==> config.mk <==
export PLATFORM = sky130hd
export DESIGN_NAME = ising_metropolis_site_update
export DESIGN_NICKNAME = d
export VERILOG_FILES = /design/src/ismu_pkg.sv /design/src/ising_metropolis_site_update.sv /design/src/ismu_ram.sv /design/src/ismu_cfg.sv /design/src/ismu_eval.sv
export SDC_FILE = /design/constraint.sdc
export NUM_CORES = 1
export LEC_CHECK = 0
export BUFFER_PORTS_ARGS = -buffer_cell sky130_fd_sc_hd__buf_2
export CAP_MARGIN = 10
export CORE_ASPECT_RATIO = 0.5
export CORE_MARGIN = 2
export CORE_UTILIZATION = 56
export CTS_CLUSTER_DIAMETER = 40
export CTS_CLUSTER_SIZE = 40
export DETAILED_ROUTE_END_ITERATION = 10
export HOLD_SLACK_MARGIN = 0.12
export PLACE_DENSITY_LB_ADDON = 0.15
export SYNTH_ARGS = -nofsm -noshare
export SYNTH_HDL_FRONTEND = slang
export SYNTH_SLANG_ARGS = --single-unit
==> constraint.sdc <==
create_clock -name clk -period 13.6 [get_ports clk]
set_input_delay 2.04 -clock clk [delete_from_list [all_inputs] [get_ports clk]]
set_output_delay 2.04 -clock clk [all_outputs]
set_load 0.01 [all_outputs]
==> src/ismu_pkg.sv <==
`timescale 1ns / 1ps
// ----------------------------------------------------------------------------
// ismu_pkg
// shared types and constants of the ising metropolis site update block
// ----------------------------------------------------------------------------
package ismu_pkg;

    // default lattice side length
    localparam int SIDE_DEFAULT = 16;

    // action codes carried in tuser of the input stream
    localparam logic [1:0] ACT_LOAD   = 2'd0;
    localparam logic [1:0] ACT_SET    = 2'd1;
    localparam logic [1:0] ACT_UPDATE = 2'd2;
    localparam logic [1:0] ACT_NONE   = 2'd3;

    // register file
    localparam int CFG_AW = 4;
    localparam logic [1:0] REG_COUPLING     = 2'd0;
    localparam logic [1:0] REG_ACCEPT_SMALL = 2'd1;
    localparam logic [1:0] REG_ACCEPT_LARGE = 2'd2;
    localparam logic [3:0] COUPLING_RESET   = 4'sd1;
    localparam logic [3:0] COUPLING_MIN_RAW = 4'b1000;
    localparam logic [3:0] COUPLING_FLOOR   = 4'b1001;

    typedef struct packed {
        logic signed [3:0] coupling;
        logic [15:0]       accept_small;
        logic [15:0]       accept_large;
    } cfg_t;

    typedef struct packed {
        logic signed [6:0]  delta;
        logic               flip;
        logic signed [12:0] energy;
    } eval_t;

endpackage

==> src/ising_metropolis_site_update.sv <==
`timescale 1ns / 1ps
// ----------------------------------------------------------------------------
// ising_metropolis_site_update
// metropolis single-site update of a periodic square ising lattice
// ----------------------------------------------------------------------------
// usage
//   input beats (s_axis) carry an action in tuser: load one spin, set the
//   running energy (clears the raster counter), or update the next site in
//   raster order. every input beat gives exactly one output beat (m_axis);
//   tlast marks the update of the last site of a sweep.
//   thresholds and coupling are written over the apb port while idle.
// sequencing
//   load, set and unused actions go from accept to the done state; an update
//   passes the read states and the decision state before the done state. a new
//   beat is taken only once the last result has moved to the output register.
//   the five lattice reads go through the two read ports of the lattice ram
//   in the read states (north/south, west/east, center), then the decision
//   state decides and writes the flipped spin back, and the done state moves
//   the result into the output register; tready returns with the result.
// reset
//   energy and raster counter clear, coupling 1, thresholds 0. the lattice
//   ram is not cleared: every site must be loaded before it is updated.
// stalls
//   a finished result waits in the output register while the next beat is
//   taken; a second result waits in its own stage until that register frees.
// ----------------------------------------------------------------------------
module ising_metropolis_site_update #(
    parameter int SIDE = ismu_pkg::SIDE_DEFAULT
) (
    input  logic                        clk,
    input  logic                        rst_n,
    // input stream
    input  logic                        s_axis_tvalid,
    output logic                        s_axis_tready,
    // site[7:0], spin_up[8], energy_value[21:9], random_fraction[37:22]
    input  logic [39:0]                 s_axis_tdata,
    // action[1:0]
    input  logic [1:0]                  s_axis_tuser,
    // result stream
    output logic                        m_axis_tvalid,
    input  logic                        m_axis_tready,
    // site_index[7:0], flipped[8], spin_now[9], delta_energy[16:10],
    // total_energy[29:17]
    output logic [31:0]                 m_axis_tdata,
    output logic                        m_axis_tlast,
    // configuration port
    input  logic                        psel,
    input  logic                        penable,
    input  logic                        pwrite,
    input  logic [ismu_pkg::CFG_AW-1:0] paddr,
    input  logic [31:0]                 pwdata,
    output logic [31:0]                 prdata,
    output logic                        pready
);
    import ismu_pkg::*;

    localparam int SITES = SIDE * SIDE;
    localparam int AW    = $clog2(SITES);
    localparam int CW    = $clog2(SIDE);
    localparam logic [12:0] SITES_W = 13'(SITES);
    localparam logic [CW-1:0] LAST  = CW'(SIDE - 1);

    typedef enum logic [5:0] {
        ST_IDLE  = 6'b000001,
        ST_RD_NS = 6'b000010,
        ST_RD_EW = 6'b000100,
        ST_RD_C  = 6'b001000,
        ST_EVAL  = 6'b010000,
        ST_DONE  = 6'b100000
    } state_t;

    function automatic logic [AW-1:0] site_addr(input logic [CW-1:0] r,
                                                input logic [CW-1:0] c);
        return AW'(AW'(r) * AW'(SIDE) + AW'(c));
    endfunction

    // control state
    state_t             state_reg,  state_next;
    logic               out_valid_reg, out_valid_next;
    logic signed [12:0] energy_reg, energy_next;
    logic [CW-1:0]      row_reg, row_next;
    logic [CW-1:0]      col_reg, col_next;

    // payload
    logic [3:0]         nb_reg;          // north, south, west, east
    logic [7:0]         res_site_reg;
    logic               res_flip_reg;
    logic               res_spin_reg;
    logic signed [6:0]  res_delta_reg;
    logic signed [12:0] res_energy_reg;
    logic               res_end_reg;
    logic [31:0]        out_data_reg;
    logic               out_last_reg;

    // input fields
    logic [1:0]         in_action;
    logic [7:0]         in_site;
    logic               in_spin;
    logic signed [12:0] in_energy;
    logic [15:0]        in_rnd;
    logic [15:0]        rnd_reg;

    logic               in_accept;
    logic               load_ok;
    logic               out_load;

    // neighbor coordinates with periodic wrap
    logic [CW-1:0]      row_up, row_dn, col_lf, col_rt;
    logic [AW-1:0]      center_addr;
    logic               last_site;

    // lattice ram ports
    logic               ram_we;
    logic [AW-1:0]      ram_waddr;
    logic               ram_wdata;
    logic [AW-1:0]      ram_raddr_a, ram_raddr_b;
    logic               ram_rdata_a, ram_rdata_b;

    cfg_t               cfg;
    eval_t              ev;

    assign in_action = s_axis_tuser;
    assign in_site   = s_axis_tdata[7:0];
    assign in_spin   = s_axis_tdata[8];
    assign in_energy = signed'(s_axis_tdata[21:9]);
    assign in_rnd    = s_axis_tdata[37:22];

    assign s_axis_tready = (state_reg == ST_IDLE);
    assign in_accept     = s_axis_tvalid & s_axis_tready;
    assign load_ok       = ({5'd0, in_site} < SITES_W);

    assign row_up      = (row_reg == '0)  ? LAST : row_reg - 1'b1;
    assign row_dn      = (row_reg == LAST) ? '0  : row_reg + 1'b1;
    assign col_lf      = (col_reg == '0)  ? LAST : col_reg - 1'b1;
    assign col_rt      = (col_reg == LAST) ? '0  : col_reg + 1'b1;
    assign center_addr = site_addr(row_reg, col_reg);
    assign last_site   = (row_reg == LAST) && (col_reg == LAST);

    ismu_cfg u_cfg (
        .clk     (clk),
        .rst_n   (rst_n),
        .psel    (psel),
        .penable (penable),
        .pwrite  (pwrite),
        .paddr   (paddr),
        .pwdata  (pwdata),
        .prdata  (prdata),
        .pready  (pready),
        .cfg     (cfg)
    );

    ismu_ram #(
        .WIDTH (1),
        .DEPTH (SITES)
    ) u_lattice (
        .clk     (clk),
        .we      (ram_we),
        .waddr   (ram_waddr),
        .wdata   (ram_wdata),
        .raddr_a (ram_raddr_a),
        .rdata_a (ram_rdata_a),
        .raddr_b (ram_raddr_b),
        .rdata_b (ram_rdata_b)
    );

    // center spin arrives from port a during the decision cycle
    ismu_eval u_eval (
        .cfg             (cfg),
        .center          (ram_rdata_a),
        .neighbors       (nb_reg),
        .random_fraction (rnd_reg),
        .energy          (energy_reg),
        .result          (ev)
    );

    // read address schedule: north/south, then west/east, then center
    always_comb
    begin
        case (state_reg)
            ST_RD_NS:
            begin
                ram_raddr_a = site_addr(row_up, col_reg);
                ram_raddr_b = site_addr(row_dn, col_reg);
            end
            ST_RD_EW:
            begin
                ram_raddr_a = site_addr(row_reg, col_lf);
                ram_raddr_b = site_addr(row_reg, col_rt);
            end
            default:
            begin
                ram_raddr_a = center_addr;
                ram_raddr_b = center_addr;
            end
        endcase
    end

    // spin loads write at accept, flips write back in the decision cycle;
    // the next item reads only after the done and idle states have passed
    always_comb
    begin
        if (state_reg == ST_EVAL)
        begin
            ram_we    = ev.flip;
            ram_waddr = center_addr;
            ram_wdata = ~ram_rdata_a;
        end
        else
        begin
            ram_we    = in_accept && (in_action == ACT_LOAD) && load_ok;
            ram_waddr = AW'(in_site);
            ram_wdata = in_spin;
        end
    end

    assign out_load = (state_reg == ST_DONE) && (!out_valid_reg || m_axis_tready);

    // next state
    always_comb
    begin
        state_next     = state_reg;
        energy_next    = energy_reg;
        row_next       = row_reg;
        col_next       = col_reg;
        out_valid_next = out_valid_reg;

        if (out_load)
        begin
            out_valid_next = 1'b1;
        end
        else if (m_axis_tready)
        begin
            out_valid_next = 1'b0;
        end

        case (state_reg)
            ST_IDLE:
            begin
                if (in_accept)
                begin
                    if (in_action == ACT_UPDATE)
                    begin
                        state_next = ST_RD_NS;
                    end
                    else
                    begin
                        state_next = ST_DONE;
                    end
                    if (in_action == ACT_SET)
                    begin
                        energy_next = in_energy;
                        row_next    = '0;
                        col_next    = '0;
                    end
                end
            end
            ST_RD_NS: state_next = ST_RD_EW;
            ST_RD_EW: state_next = ST_RD_C;
            ST_RD_C:  state_next = ST_EVAL;
            ST_EVAL:
            begin
                state_next  = ST_DONE;
                energy_next = ev.energy;
                // raster advance with wrap at the end of a sweep
                if (col_reg == LAST)
                begin
                    col_next = '0;
                    row_next = (row_reg == LAST) ? '0 : row_reg + 1'b1;
                end
                else
                begin
                    col_next = col_reg + 1'b1;
                end
            end
            ST_DONE:
            begin
                if (out_load)
                begin
                    state_next = ST_IDLE;
                end
            end
            default: state_next = ST_IDLE;
        endcase
    end

    always_ff @(posedge clk or negedge rst_n)
    begin
        if (!rst_n)
        begin
            state_reg     <= ST_IDLE;
            out_valid_reg <= 1'b0;
            energy_reg    <= '0;
            row_reg       <= '0;
            col_reg       <= '0;
        end
        else
        begin
            state_reg     <= state_next;
            out_valid_reg <= out_valid_next;
            energy_reg    <= energy_next;
            row_reg       <= row_next;
            col_reg       <= col_next;
        end
    end

    // payload path
    always_ff @(posedge clk)
    begin
        if (in_accept)
        begin
            rnd_reg <= in_rnd;
            case (in_action)
                ACT_LOAD:
                begin
                    res_site_reg   <= in_site;
                    res_spin_reg   <= load_ok ? in_spin : 1'b0;
                    res_energy_reg <= energy_reg;
                end
                ACT_SET:
                begin
                    res_site_reg   <= 8'd0;
                    res_spin_reg   <= 1'b0;
                    res_energy_reg <= in_energy;
                end
                default:
                begin
                    res_site_reg   <= 8'd0;
                    res_spin_reg   <= 1'b0;
                    res_energy_reg <= energy_reg;
                end
            endcase
            res_flip_reg  <= 1'b0;
            res_delta_reg <= '0;
            res_end_reg   <= 1'b0;
        end

        if (state_reg == ST_RD_EW)
        begin
            nb_reg[0] <= ram_rdata_a;
            nb_reg[1] <= ram_rdata_b;
        end
        if (state_reg == ST_RD_C)
        begin
            nb_reg[2] <= ram_rdata_a;
            nb_reg[3] <= ram_rdata_b;
        end

        if (state_reg == ST_EVAL)
        begin
            res_site_reg   <= 8'(center_addr);
            res_flip_reg   <= ev.flip;
            res_spin_reg   <= ram_rdata_a ^ ev.flip;
            res_delta_reg  <= ev.delta;
            res_energy_reg <= ev.energy;
            res_end_reg    <= last_site;
        end

        if (out_load)
        begin
            out_data_reg <= {2'b00, res_energy_reg, res_delta_reg, res_spin_reg,
                             res_flip_reg, res_site_reg};
            out_last_reg <= res_end_reg;
        end
    end

    assign m_axis_tvalid = out_valid_reg;
    assign m_axis_tdata  = out_data_reg;
    assign m_axis_tlast  = out_last_reg;

    // raster position stays inside the lattice
    assert property (@(posedge clk) disable iff (!rst_n)
        (row_reg <= LAST) && (col_reg <= LAST))
        else $error("raster position out of range");

    // the energy only moves on a set beat or a decision cycle
    assert property (@(posedge clk) disable iff (!rst_n)
        !(in_accept && (in_action == ACT_SET)) && (state_reg != ST_EVAL)
        |=> $stable(energy_reg))
        else $error("energy changed outside set or update");

    // a sweep end always reports the last site of the lattice
    assert property (@(posedge clk) disable iff (!rst_n)
        m_axis_tvalid && m_axis_tlast |-> m_axis_tdata[7:0] == 8'(SITES - 1))
        else $error("sweep end on a site other than the last");

    // the decision cycle always hands its result to the output stage
    assert property (@(posedge clk) disable iff (!rst_n)
        (state_reg == ST_EVAL) |=> (state_reg == ST_DONE))
        else $error("update result lost after decision");

endmodule

==> src/ismu_ram.sv <==
`timescale 1ns / 1ps
// ----------------------------------------------------------------------------
// ismu_ram
// generic ram, one write port and two registered read ports
// ----------------------------------------------------------------------------
module ismu_ram #(
    parameter int WIDTH = 1,
    parameter int DEPTH = 256
) (
    input  logic                     clk,
    input  logic                     we,
    input  logic [$clog2(DEPTH)-1:0] waddr,
    input  logic [WIDTH-1:0]         wdata,
    input  logic [$clog2(DEPTH)-1:0] raddr_a,
    output logic [WIDTH-1:0]         rdata_a,
    input  logic [$clog2(DEPTH)-1:0] raddr_b,
    output logic [WIDTH-1:0]         rdata_b
);

    logic [WIDTH-1:0] mem_reg [DEPTH];
    logic [WIDTH-1:0] rdata_a_reg;
    logic [WIDTH-1:0] rdata_b_reg;

    always_ff @(posedge clk)
    begin
        if (we)
        begin
            mem_reg[waddr] <= wdata;
        end
        rdata_a_reg <= mem_reg[raddr_a];
        rdata_b_reg <= mem_reg[raddr_b];
    end

    assign rdata_a = rdata_a_reg;
    assign rdata_b = rdata_b_reg;

endmodule

==> src/ismu_cfg.sv <==
`timescale 1ns / 1ps
// ----------------------------------------------------------------------------
// ismu_cfg
// apb register file: coupling and the two acceptance thresholds
// ----------------------------------------------------------------------------
module ismu_cfg (
    input  logic                         clk,
    input  logic                         rst_n,
    input  logic                         psel,
    input  logic                         penable,
    input  logic                         pwrite,
    input  logic [ismu_pkg::CFG_AW-1:0]  paddr,
    input  logic [31:0]                  pwdata,
    output logic [31:0]                  prdata,
    output logic                         pready,
    output ismu_pkg::cfg_t               cfg
);
    import ismu_pkg::*;

    logic [3:0]  coupling_reg;
    logic [15:0] accept_small_reg;
    logic [15:0] accept_large_reg;
    logic        wr_en;
    logic [1:0]  reg_idx;
    logic [3:0]  coupling_in;

    assign pready  = 1'b1;
    assign wr_en   = psel & penable & pwrite & pready;
    assign reg_idx = paddr[3:2];

    // -8 is outside the coupling range, clamp to -7
    assign coupling_in = (pwdata[3:0] == COUPLING_MIN_RAW) ? COUPLING_FLOOR : pwdata[3:0];

    always_ff @(posedge clk or negedge rst_n)
    begin
        if (!rst_n)
        begin
            coupling_reg     <= COUPLING_RESET;
            accept_small_reg <= 16'd0;
            accept_large_reg <= 16'd0;
        end
        else if (wr_en)
        begin
            case (reg_idx)
                REG_COUPLING:     coupling_reg     <= coupling_in;
                REG_ACCEPT_SMALL: accept_small_reg <= pwdata[15:0];
                REG_ACCEPT_LARGE: accept_large_reg <= pwdata[15:0];
                default:          ;
            endcase
        end
    end

    always_comb
    begin
        case (reg_idx)
            REG_COUPLING:     prdata = {{28{coupling_reg[3]}}, coupling_reg};
            REG_ACCEPT_SMALL: prdata = {16'd0, accept_small_reg};
            REG_ACCEPT_LARGE: prdata = {16'd0, accept_large_reg};
            default:          prdata = 32'd0;
        endcase
    end

    assign cfg.coupling     = signed'(coupling_reg);
    assign cfg.accept_small = accept_small_reg;
    assign cfg.accept_large = accept_large_reg;

endmodule

==> src/ismu_eval.sv <==
`timescale 1ns / 1ps
// ----------------------------------------------------------------------------
// ismu_eval
// metropolis decision: energy change, acceptance and saturated energy
// ----------------------------------------------------------------------------
module ismu_eval (
    input  ismu_pkg::cfg_t     cfg,
    input  logic               center,
    input  logic [3:0]         neighbors,
    input  logic [15:0]        random_fraction,
    input  logic signed [12:0] energy,
    output ismu_pkg::eval_t    result
);
    import ismu_pkg::*;

    logic [2:0]         n_up;
    logic signed [4:0]  sum;
    logic signed [4:0]  ssum;
    logic signed [6:0]  ssum_ext;
    logic signed [6:0]  j_ext;
    logic signed [6:0]  prod;
    logic signed [6:0]  delta;
    logic [2:0]         aj;
    logic signed [6:0]  four_aj;
    logic               accept;
    logic signed [13:0] e_sum;
    logic signed [12:0] e_sat;

    always_comb
    begin
        n_up     = 3'(neighbors[0]) + 3'(neighbors[1]) + 3'(neighbors[2])
                 + 3'(neighbors[3]);
        // neighbor sum in -4..4, then signed by the center spin
        sum      = signed'({1'b0, n_up, 1'b0}) - 5'sd4;
        ssum     = center ? sum : -sum;
        ssum_ext = {{2{ssum[4]}}, ssum};
        j_ext    = {{3{cfg.coupling[3]}}, cfg.coupling};
        prod     = 7'(j_ext * ssum_ext);
        delta    = prod <<< 1;

        aj       = cfg.coupling[3] ? 3'(-cfg.coupling) : cfg.coupling[2:0];
        four_aj  = signed'({2'b00, aj, 2'b00});

        if (delta <= 7'sd0)
        begin
            accept = 1'b1;
        end
        else if (delta == four_aj)
        begin
            accept = random_fraction < cfg.accept_small;
        end
        else
        begin
            accept = random_fraction < cfg.accept_large;
        end

        e_sum = {energy[12], energy} + {{7{delta[6]}}, delta};
        if (e_sum[13] != e_sum[12])
        begin
            e_sat = e_sum[13] ? 13'sh1000 : 13'sh0fff;
        end
        else
        begin
            e_sat = e_sum[12:0];
        end

        result.delta  = delta;
        result.flip   = accept;
        result.energy = accept ? e_sat : energy;
    end

endmodule

Word-level counts from Yosys, hierarchy flattened:

Memories as Yosys holds them, arrays and structs flattened. A register that Yosys moved wholly into a read port is not among the register bits.
Cells that the tools add are included.

* $add $sub $neg: 16
* multiply operators: 1
* magnitude comparators: 3
* equality and inequality tests: 19
* multiplexer cells: 46
* bitwise logic cells: 5
* reductions and logical operators: 19

Operators by type and width (count)
* $pmux W32 S3: 1
* $mux W13: 6
* $add A8 B4 Y8: 5
* $pmux W6 S6: 1
* $lt A16 B16 Y1: 2
* $mux W4: 8
* $mux W8: 4
* $pmux W8 S2: 2
* $pmux W13 S2: 1
* $mux W6: 3
* $pmux W4 S2: 2
* $add A13 B7 Y14: 1
* $mux W1: 14
* $mux W7: 2
* $eq A4 B4 Y1 const B: 3
* $reduce_and A2 Y1: 5
* $add A4 B1 Y4 const B: 2
* $logic_not A4 Y1: 2
* $sub A4 B1 Y4 const B: 2
* $le A7 B1 Y1 const B: 1
* $add A3 B1 Y3: 2
* $eq A6 B1 Y1 const B: 1
* $eq A6 B2 Y1 const B: 1
* $eq A6 B3 Y1 const B: 1
* other kinds (26): 37

* register bits after elaboration: 144
* bits in writable memories: 256
* logic and storage cells: 129
* memories kept: 1

Memory list
* u_lattice.mem_reg: depth 256, width 1, read ports 2, clocked after memory_dff 2, write ports 1, line ismu_ram.sv:20 `logic [WIDTH-1:0] mem_reg [DEPTH];`

Longest topological paths before layout:

Gate-level depths: netlist (run 1).

* depth after elaboration: 13
* depth in mapped cells: 26

Modules after synthesis:

From an unflattened synthesis (run 1), not the netlist that was laid out.

* cells, all modules: 1749
* area total of the unflattened synthesis: 21967.3 um2

By module, submodules not included
* ismu_ram: instances 1, cells each 993, area each 13334.0 um2, sequential area each 7727.4 um2
* ising_metropolis_site_update: instances 1, cells each 330, area each 4675.7 um2, sequential area each 3164.3 um2
* ismu_eval: instances 1, cells each 269, area each 2112.0 um2, sequential area each 0.0 um2
* ismu_cfg: instances 1, cells each 157, area each 1845.5 um2, sequential area each 902.1 um2

Worst setup path before layout (run 1):

OpenSTA, ideal clock, no wires.

* path kind: register -> register
* start: reg state_reg[1]
* end: mem u_lattice.mem_reg[0], data pin
* library setup time: 2.188 ns
* arrival time: 11.597 ns
* required time: 11.412 ns
* setup slack: -0.185 ns
* stages on the path, launching flop included: 7
* path buffers: 3
* clock period less this slack: 13.785 ns
* cell sequence: dfrtp_1 nor4_1 nand3b_1 clkbuf_1 clkbuf_1 clkbuf_1 o21ai_0

* cells in the longest elaborated chain, start to end: 2

RTL lines
* start: declaration: line ising_metropolis_site_update.sv:78 `state_t state_reg, state_next;`
* start signal: assignment: line ising_metropolis_site_update.sv:298 `state_reg <= state_next;`
* $eq A6 B5 Y1: line ising_metropolis_site_update.sv:202 `if (state_reg == ST_EVAL)`
* $mux W1: line ising_metropolis_site_update.sv:202
* named net ram_wdata: line ising_metropolis_site_update.sv:115 `logic ram_wdata;`
* end: declaration: line ismu_ram.sv:20

The timed path passes the listed nets, and every way through them passes these cells.

==> metrics.txt, run 1 <==
vias=18.9k; Hold WC Path Type=flip-flop to flip-flop; worst skew pair latency=560 ps; Post-CTS Setup Inserts=0; DP Worst Slack=6140 ps; Slowest cell on crit path=xnor2_1; Clock Skew=28.2 ps; first-pass GRT wire length=102,000 um; fraction of registers with async set/reset=0.160; post-synthesis adder-cell area fraction=0.0366; antenna-violating nets left=0; PostCTS Resize Cnt=0; Peak VDD IR=177 uV; Num Clock Sinks=400; FF-to-FF setup slack=5990 ps; mux share of post-synthesis cell area=0.0261; Ports=153; total power=4.15 mW; count of final setup violators=0; TritonRoute pass-1 iters=6; Final WS setup=5990 ps; Post-Synth XOR/XNOR Area=0.0106; synthesized flop and latch total=400; # nets final=2,530; Post-Syn Area=22,300 um^2; fin crit period=7610 ps; CP Max Fanout=8; reg2reg path depth=22; vias per inst=6.42; CTS Buf Count=36; Worst R2R End=res_energy_reg[7]; PwrDens=170 nW/um^2; final setup TNS=0 ps; Post-Synth Simple-Gate Area=0.218; drt total wl=68,000 um; largest family of logic cells by synthesized area=simple AND/OR/NAND/NOR gates; Post-synth EDFFs=334; initial antenna violation count=0; worst r2r src=nb_reg[0]; CTS Root Cell=clkbuf_16; WHS Endpoint=m_axis_tdata[22]; WP buf/inv=1; crit-path cells=ha_1 -> fa_1 -> fa_1 -> mux2i_1 -> and2_1 -> fa_1 -> fa_1 -> ha_1 -> ha_1 -> xnor2_1 -> xnor2_1 -> xnor2_1 -> inv_1 -> ha_1 -> a21o_1 -> o32a_1 -> a31oi_1 -> nand2b_1 -> o31a_1 -> nand3_1 -> nor2_1 -> a221o_1; DP Cell Count=2,875; outcome=complete, no violations; worst hold path cell count=0; die height=145 um; Placer Congestion=0.926; Fill cells=3,255; Std-Cell Rows=51; WS Path Type=flip-flop to flip-flop; Synth Flop Type=edfxtp_1; Initial Util=0.570; drt drc=0; Worst Min Path Start=res_energy_reg[5]; warnings from Yosys=0; DP Wirelength=42,800 um; Die Wd=286 um; number of antenna diodes=0; input/output buffers=127; H-tree levels=2; CP Launch Type=flip-flop; area added between synthesis and finish=9.56%; max reg flops=256; 1st-iter DRT viols=2,625; Worst Setup End Kind=flip-flop; fin util=0.625; Synth Area in Compound Gates=0.136; Mean Syn Cell Area=9.46 um^2; post-synthesis sequential area ratio=0.523; Top Family by Delay on Critical Path=adder cells; GRT Total Usage=0.323; RSZ-0062 raised after global routing=no; Avg WL per Cell=23.1 um; layout cells sized above 1=0.119; CTS tree=built; slowest stage delay, CP=710 ps; worst path required time=14,020 ps; hold buffer count at cts=0; fin crit share=0.560; Fmax achieved=0.131 GHz; max_slew headroom=0.0723; Max Cap Viol=0; final hold vios=0; die area=41,600 um^2; CTS Buffer Depth=3; Synth Instances=2,359; Slew @ Worst Pin=1380 ps; vias in the first global route=17.4k; gr ovfl total=0; Slew Limit Fails=0; largest net degree at the start of global routing=257; Worst-path clk slew=70 ps; Finished Layout Cells=2,942; Pleak=9.15 nW; Worst Path Arrival=8030 ps; core area=39,100 um^2; post-synth cell types=83
==> Yosys cell counts, drive strengths merged, types with 9 or more instances <==
library cell	number	area (um^2)
a211oi	25	188
a21o	16	120
a21oi	87	443
a221oi	12	105
a311oi	52	455
a31oi	32	200
a32oi	20	175
and2	15	96.4
and3	65	407
buf	75	442
clkbuf	107	402
dfrtp	62	1550
edfxtp	334	10000
ha	54	676
inv	60	225
mux2i	48	480
nand2	493	1860
nand2b	31	194
nand3	96	480
nand4	16	100
nor2	322	1210
nor2b	12	75.1
nor3	22	115
nor4	10	68.8
o21ai	107	539
or2	17	106
xnor2	18	158
xor2	9	78.8
==> kinds of logic after synthesis <==
logic type / Yosys count
simple gates: 1120
compound gates: 449
flops: 400
buf+inv: 245
fa+ha+maj: 61
mux: 55
xor+xnor: 27
other cells: 2
==> stage by stage <==
step	hold WS, ps	area, um^2
3_3_place_gp	400	23200
2_1_floorplan	400	22300
4_1_cts	421	24400
6_report	421	24400
3_5_place_dp	405	23200
5_1_grt	428	24400
==> placed cells by master (no fill, tap or decap), drive strengths merged, types with 8 or more instances in the layout <==
| cell type | count |
|---|---|
| nor4 | 10 |
| a211oi | 25 |
| clkbuf | 38 |
| xnor2 | 18 |
| nand2b | 31 |
| a22oi | 8 |
| inv | 73 |
| buf | 166 |
| o31ai | 8 |
| and2 | 15 |
| a21o | 16 |
| ha | 54 |
| nand3 | 96 |
| dfrtp | 62 |
| xor2 | 9 |
| a21oi | 87 |
| a31oi | 32 |
| nand3b | 8 |
| nor2 | 322 |
| nor3 | 22 |
| or2 | 17 |
| mux2i | 48 |
| o21ai | 107 |
| nand4 | 16 |
| nor2b | 12 |
| and3 | 65 |
| a32oi | 20 |
| a221oi | 12 |
| edfxtp | 334 |
| a311oi | 52 |
| nand2 | 493 |
| o22ai | 8 |
==> area by class of cell <==
cell class	instances	area [um^2]	area share
Inverter	63	236	0.00967
Clock inverter	28	317	0.0129
Timing Repair Buffer	166	941	0.0385
Clock buffer	38	930	0.0380
Sequential cell	400	11700	0.478
Multi-Input combinational cell	1717	9690	0.396
Tap cell	530	663	0.0271
==> worst max path at each step <==
stage | startpoint | to | slack (ps) | cells past startpoint
floorplan | state_reg[1] | u_lattice.mem_reg[0] | 4200 | 6
global placement | nb_reg[0] | res_energy_reg[7] | 6220 | 22
detailed placement | nb_reg[1] | res_energy_reg[7] | 6140 | 22
CTS | nb_reg[1] | res_energy_reg[7] | 6120 | 22
global route | nb_reg[0] | res_energy_reg[5] | 5620 | 23
finish | nb_reg[0] | res_energy_reg[7] | 5990 | 22
==> report_power, final <==
group | internal, mW | switching (mW)
Combinational | 0.570 | 0.971
Clock | 0.593 | 0.507
Sequential | 1.44 | 0.0690
Total | 2.60 | 1.55
==> per-layer routing <==
layer,vias to the layer above,global-route usage,share of wire
li1,8476,-,-
met5,-,0,0
met4,0,0.105,0.033
met2,1252,0.468,0.42
met3,176,0.0998,0.14
met1,8984,0.461,0.40
==> worst reg2reg max path, stage by stage, from the launching register on <==
cell and delay [ps]:
edfxtp_1 370, ha_1 310, fa_1 560, fa_1 570
mux2i_1 110, and2_1 230, fa_1 530, fa_1 430
ha_1 300, ha_1 210, xnor2_1 130, xnor2_1 140
xnor2_1 710, inv_1 390, ha_1 460, a21o_1 240
o32a_1 320, a31oi_1 280, nand2b_1 210, o31a_1 370
nand3_1 240, nor2_1 250, a221o_1 130
Power figures use the tool's default switching activity.
==> run 2, diff against run 1 <==
--- a/config.mk
+++ b/config.mk
@@ -5,6 +5,7 @@
 export SDC_FILE = /design/constraint.sdc
 export NUM_CORES = 1
 export LEC_CHECK = 0
+export ABC_AREA = 1
 export BUFFER_PORTS_ARGS = -buffer_cell sky130_fd_sc_hd__buf_2
 export CAP_MARGIN = 10
 export CORE_ASPECT_RATIO = 0.5
==> constraint.sdc (replaced) <==
create_clock -name clk -period 6.5 [get_ports clk]
set_input_delay 0.975 -clock clk [delete_from_list [all_inputs] [get_ports clk]]
set_output_delay 0.975 -clock clk [all_outputs]
set_load 0.01 [all_outputs]
==> metrics.txt, run 2 <==
outcome=complete, no violations (unchanged); Synth Area in Compound Gates=0.0546 (was 0.136); TritonRoute pass-1 iters=6 (unchanged); DP Wirelength=40,300 um (was 42,800 um); worst skew pair latency=560 ps (about the same); Post-Synth XOR/XNOR Area=0.00590 (was 0.0106); fin crit share=0.947 (was 0.560); Synth Instances=2,942 (was 2,359); final hold vios=0 (unchanged); post-synthesis sequential area ratio=0.492 (was 0.523); Placer Congestion=0.926 (about the same); max reg flops=256 (unchanged); M1 wire length=26,700 um (was 27,400 um); commonest non-fill, non-tap cell in the layout=nand3_1 (was nand2_1); Die Wd=295 um (was 286 um); post-synthesis adder-cell area fraction=0.0344 (was 0.0366); number of antenna diodes=0 (unchanged); Pleak=11.0 nW (was 9.15 nW); layout cells sized above 1=0.111 (was 0.119); most numerous cell in the Yosys netlist=nand3_1 (was nand2_1); Avg WL per Cell=19.0 um (was 23.1 um); Worst-path clk slew=60 ps (was 70 ps); reg2reg path depth=29 (was 22); gr ovfl total=0 (unchanged); fin crit period=6160 ps (was 7610 ps); Slowest cell on crit path=fa_2 (was xnor2_1); Post-synth EDFFs=334 (unchanged); drt drc=0 (unchanged); worst path required time=6780 ps (was 14,020 ps); area leader, netlist=edfxtp_1 (unchanged); CTS Buf Count=42 (was 36); vias per inst=5.74 (was 6.42); Mean Syn Cell Area=8.07 um^2 (was 9.46 um^2); slowest stage delay, CP=570 ps (was 710 ps); count of final setup violators=0 (unchanged); Slew @ Worst Pin=1380 ps (about the same); CTS Buffer Depth=3 (unchanged); vias=20.6k (was 18.9k); Ports=153 (unchanged); warnings from Yosys=0 (unchanged); Top Family by Delay on Critical Path=adder cells (unchanged); total power=9.39 mW (was 4.15 mW); crit-path most repeated cell=nand2_1; commonest cells after routing, fill and taps aside=nand3_1, nand2_1, inv_1 (was nand2_1, edfxtp_1, nor2_1); worst hold path cell count=0 (unchanged); Std-Cell Rows=53 (was 51); Post-Syn Area=23,700 um^2 (was 22,300 um^2); largest family of logic cells by synthesized area=simple AND/OR/NAND/NOR gates (unchanged); Hold WC Path Type=flip-flop to flip-flop (unchanged); vias in the first global route=19.3k (was 17.4k); die area=44,200 um^2 (was 41,600 um^2); Peak VDD IR=286 uV (was 177 uV); Worst Path Arrival=6430 ps (was 8030 ps); CTS tree=built (unchanged); max_slew headroom=0.0805 (was 0.0723); top cell type's share of synthesized area=0.422 (was 0.449); CP Max Fanout=8 (unchanged); worst r2r src=nb_reg[0] (unchanged); FF-to-FF setup slack=340 ps (was 5990 ps); input/output buffers=127 (unchanged); Max Cap Viol=0 (unchanged); top post-synthesis cells by area=edfxtp_1, nand3_1, nand2_1, dfrtp_1, inv_1 (was edfxtp_1, nand2_1, dfrtp_1, nor2_1, ha_1); final setup TNS=0 ps (unchanged); 1st-iter DRT viols=2,175 (was 2,625); Initial Util=0.567 (was 0.570); Clock Skew=24.1 ps (was 28.2 ps); # nets final=3,118 (was 2,530); synthesized flop and latch total=400 (unchanged); initial antenna violation count=0 (unchanged); Synth Flop Type=edfxtp_1 (unchanged); drt total wl=68,000 um (about the same); fraction of registers with async set/reset=0.160 (unchanged); PwrDens=359 nW/um^2 (was 170 nW/um^2); first-pass GRT wire length=105,000 um (was 102,000 um); hold buffer count at cts=0 (unchanged); area added between synthesis and finish=10.0% (was 9.56%); top post-synthesis cells by count=nand3_1, nand2_1, inv_1 (was nand2_1, edfxtp_1, nor2_1); DP Area=24,600 um^2 (was 23,200 um^2); CTS Root Cell=clkbuf_16 (unchanged); largest net degree at the start of global routing=257 (unchanged); antenna-violating nets left=0 (unchanged); GRT Total Usage=0.307 (was 0.323); Worst Setup End Kind=flip-flop (unchanged); Fill cells=3,685 (was 3,255); met2 wire length=31,900 um (was 28,500 um); core area=41,900 um^2 (was 39,100 um^2); post-synth cell types=53 (was 83); WHS Endpoint=m_axis_tdata[14] (was m_axis_tdata[22]); die height=150 um (was 145 um); Fmax achieved=0.162 GHz (was 0.131 GHz); area of the multi-input gates=9790 um^2 (was 9690 um^2); mux share of post-synthesis cell area=0 (was 0.0261); CP Launch Type=flip-flop (unchanged); fin util=0.623 (was 0.625); Num Clock Sinks=400 (unchanged); top sig layer=met4 (unchanged); WS Path Type=flip-flop to flip-flop (unchanged); FF+latch area=11,700 um^2 (unchanged); routed wl met3=6970 um (was 9840 um); Post-Synth Simple-Gate Area=0.309 (was 0.218); RSZ-0062 raised after global routing=no (unchanged); Design Area, Final=26,100 um^2 (was 24,400 um^2); Worst R2R End=res_energy_reg[5] (was res_energy_reg[7]); Slew Limit Fails=0 (unchanged); H-tree levels=2 (unchanged); WP buf/inv=2 (was 1); Worst Min Path Start=res_delta_reg[4] (was res_energy_reg[5])
## run 2: cell types whose count changed after synthesis, sizes merged, moves of 23 or more
| cell | delta |
|---|---|
| a211oi | -23 |
| a21oi | -41 |
| a311oi | -52 |
| a31oi | -29 |
| and3 | -64 |
| buf | +59 |
| clkbuf | -49 |
| inv | +338 |
| mux2i | -48 |
| nand2 | +128 |
| nand2b | -31 |
| nand3 | +569 |
| nor2 | +25 |
## run 2: per-stage QoR
step | setup WS (ps) | hold WS, ps | cells
after CTS | 83.9 | 419 | 3578
after global placement | 256 | 402 | 3503
after global routing | 3.93 | 421 | 3580
after floorplan | 327 | 400 | 2945
final | 344 | 418 | 3580
after detailed placement | 89.3 | 405 | 3503
## run 2: power breakdown
part / leakage [nW] / internal [mW] / total (mW) / switching (mW)
Clock: 0.671 / 1.40 / 2.47 / 1.07
Sequential: 3.87 / 3.04 / 3.18 / 0.147
Combinational: 6.50 / 1.31 / 3.74 / 2.43
## run 2: worst register-to-register path: cells and delay by family (launching register included)
family                   cells  cell delay [ps]
AO/OA/AOI/OAI                3              300
buffers and inverters        2              250
adder cells (fa/ha/maj)      8             3180
flip-flops                   1              370
XOR/XNOR                     2              370
AND/OR/NAND/NOR             14             1420
## run 2: area by class of cell
cell class | count | area share
clock buffer | 52 | 0.0441
clock inverter | 23 | 0.00867
inverter | 398 | 0.0575
multi-input combinational | 1955 | 0.375
sequential | 400 | 0.447
tap | 577 | 0.0276
timing repair buffer | 175 | 0.0402
## run 2: layer usage
layer  vias up  track usage
li1       9761            -
met4         0        0.117
met1      9572        0.398
met2      1037        0.513
met3       184       0.0627
met5         -            0
## run 2: cell families (layout without fill, tap and decap cells)
family          count (synthesis)  in the layout
compound gates                211            211
xor+xnor                       16             16
fa+ha+maj                      61             61
buf+inv                       590            648
flops                         400            400
other cells                     2              5
simple gates                 1662           1662
## run 2: worst max path at each step
stage | cells past startpoint | end | start | slack (ps)
floorplan | 10 | u_lattice.mem_reg[0] | state_reg[2] | 330
global placement | 31 | res_energy_reg[0] | nb_reg[0] | 260
detailed placement | 30 | res_energy_reg[0] | nb_reg[0] | 90
CTS | 30 | res_energy_reg[0] | nb_reg[1] | 80
global route | 31 | res_energy_reg[1] | nb_reg[1] | 4
finish | 29 | res_energy_reg[5] | nb_reg[0] | 340
## run 2: timing repair
action | in CTS | in global routing
resized for setup | 0 | 25
endpoints found under the setup margin | 0 | 33
setup buffers | 0 | 2
endpoints found under the hold margin | 0 | 0
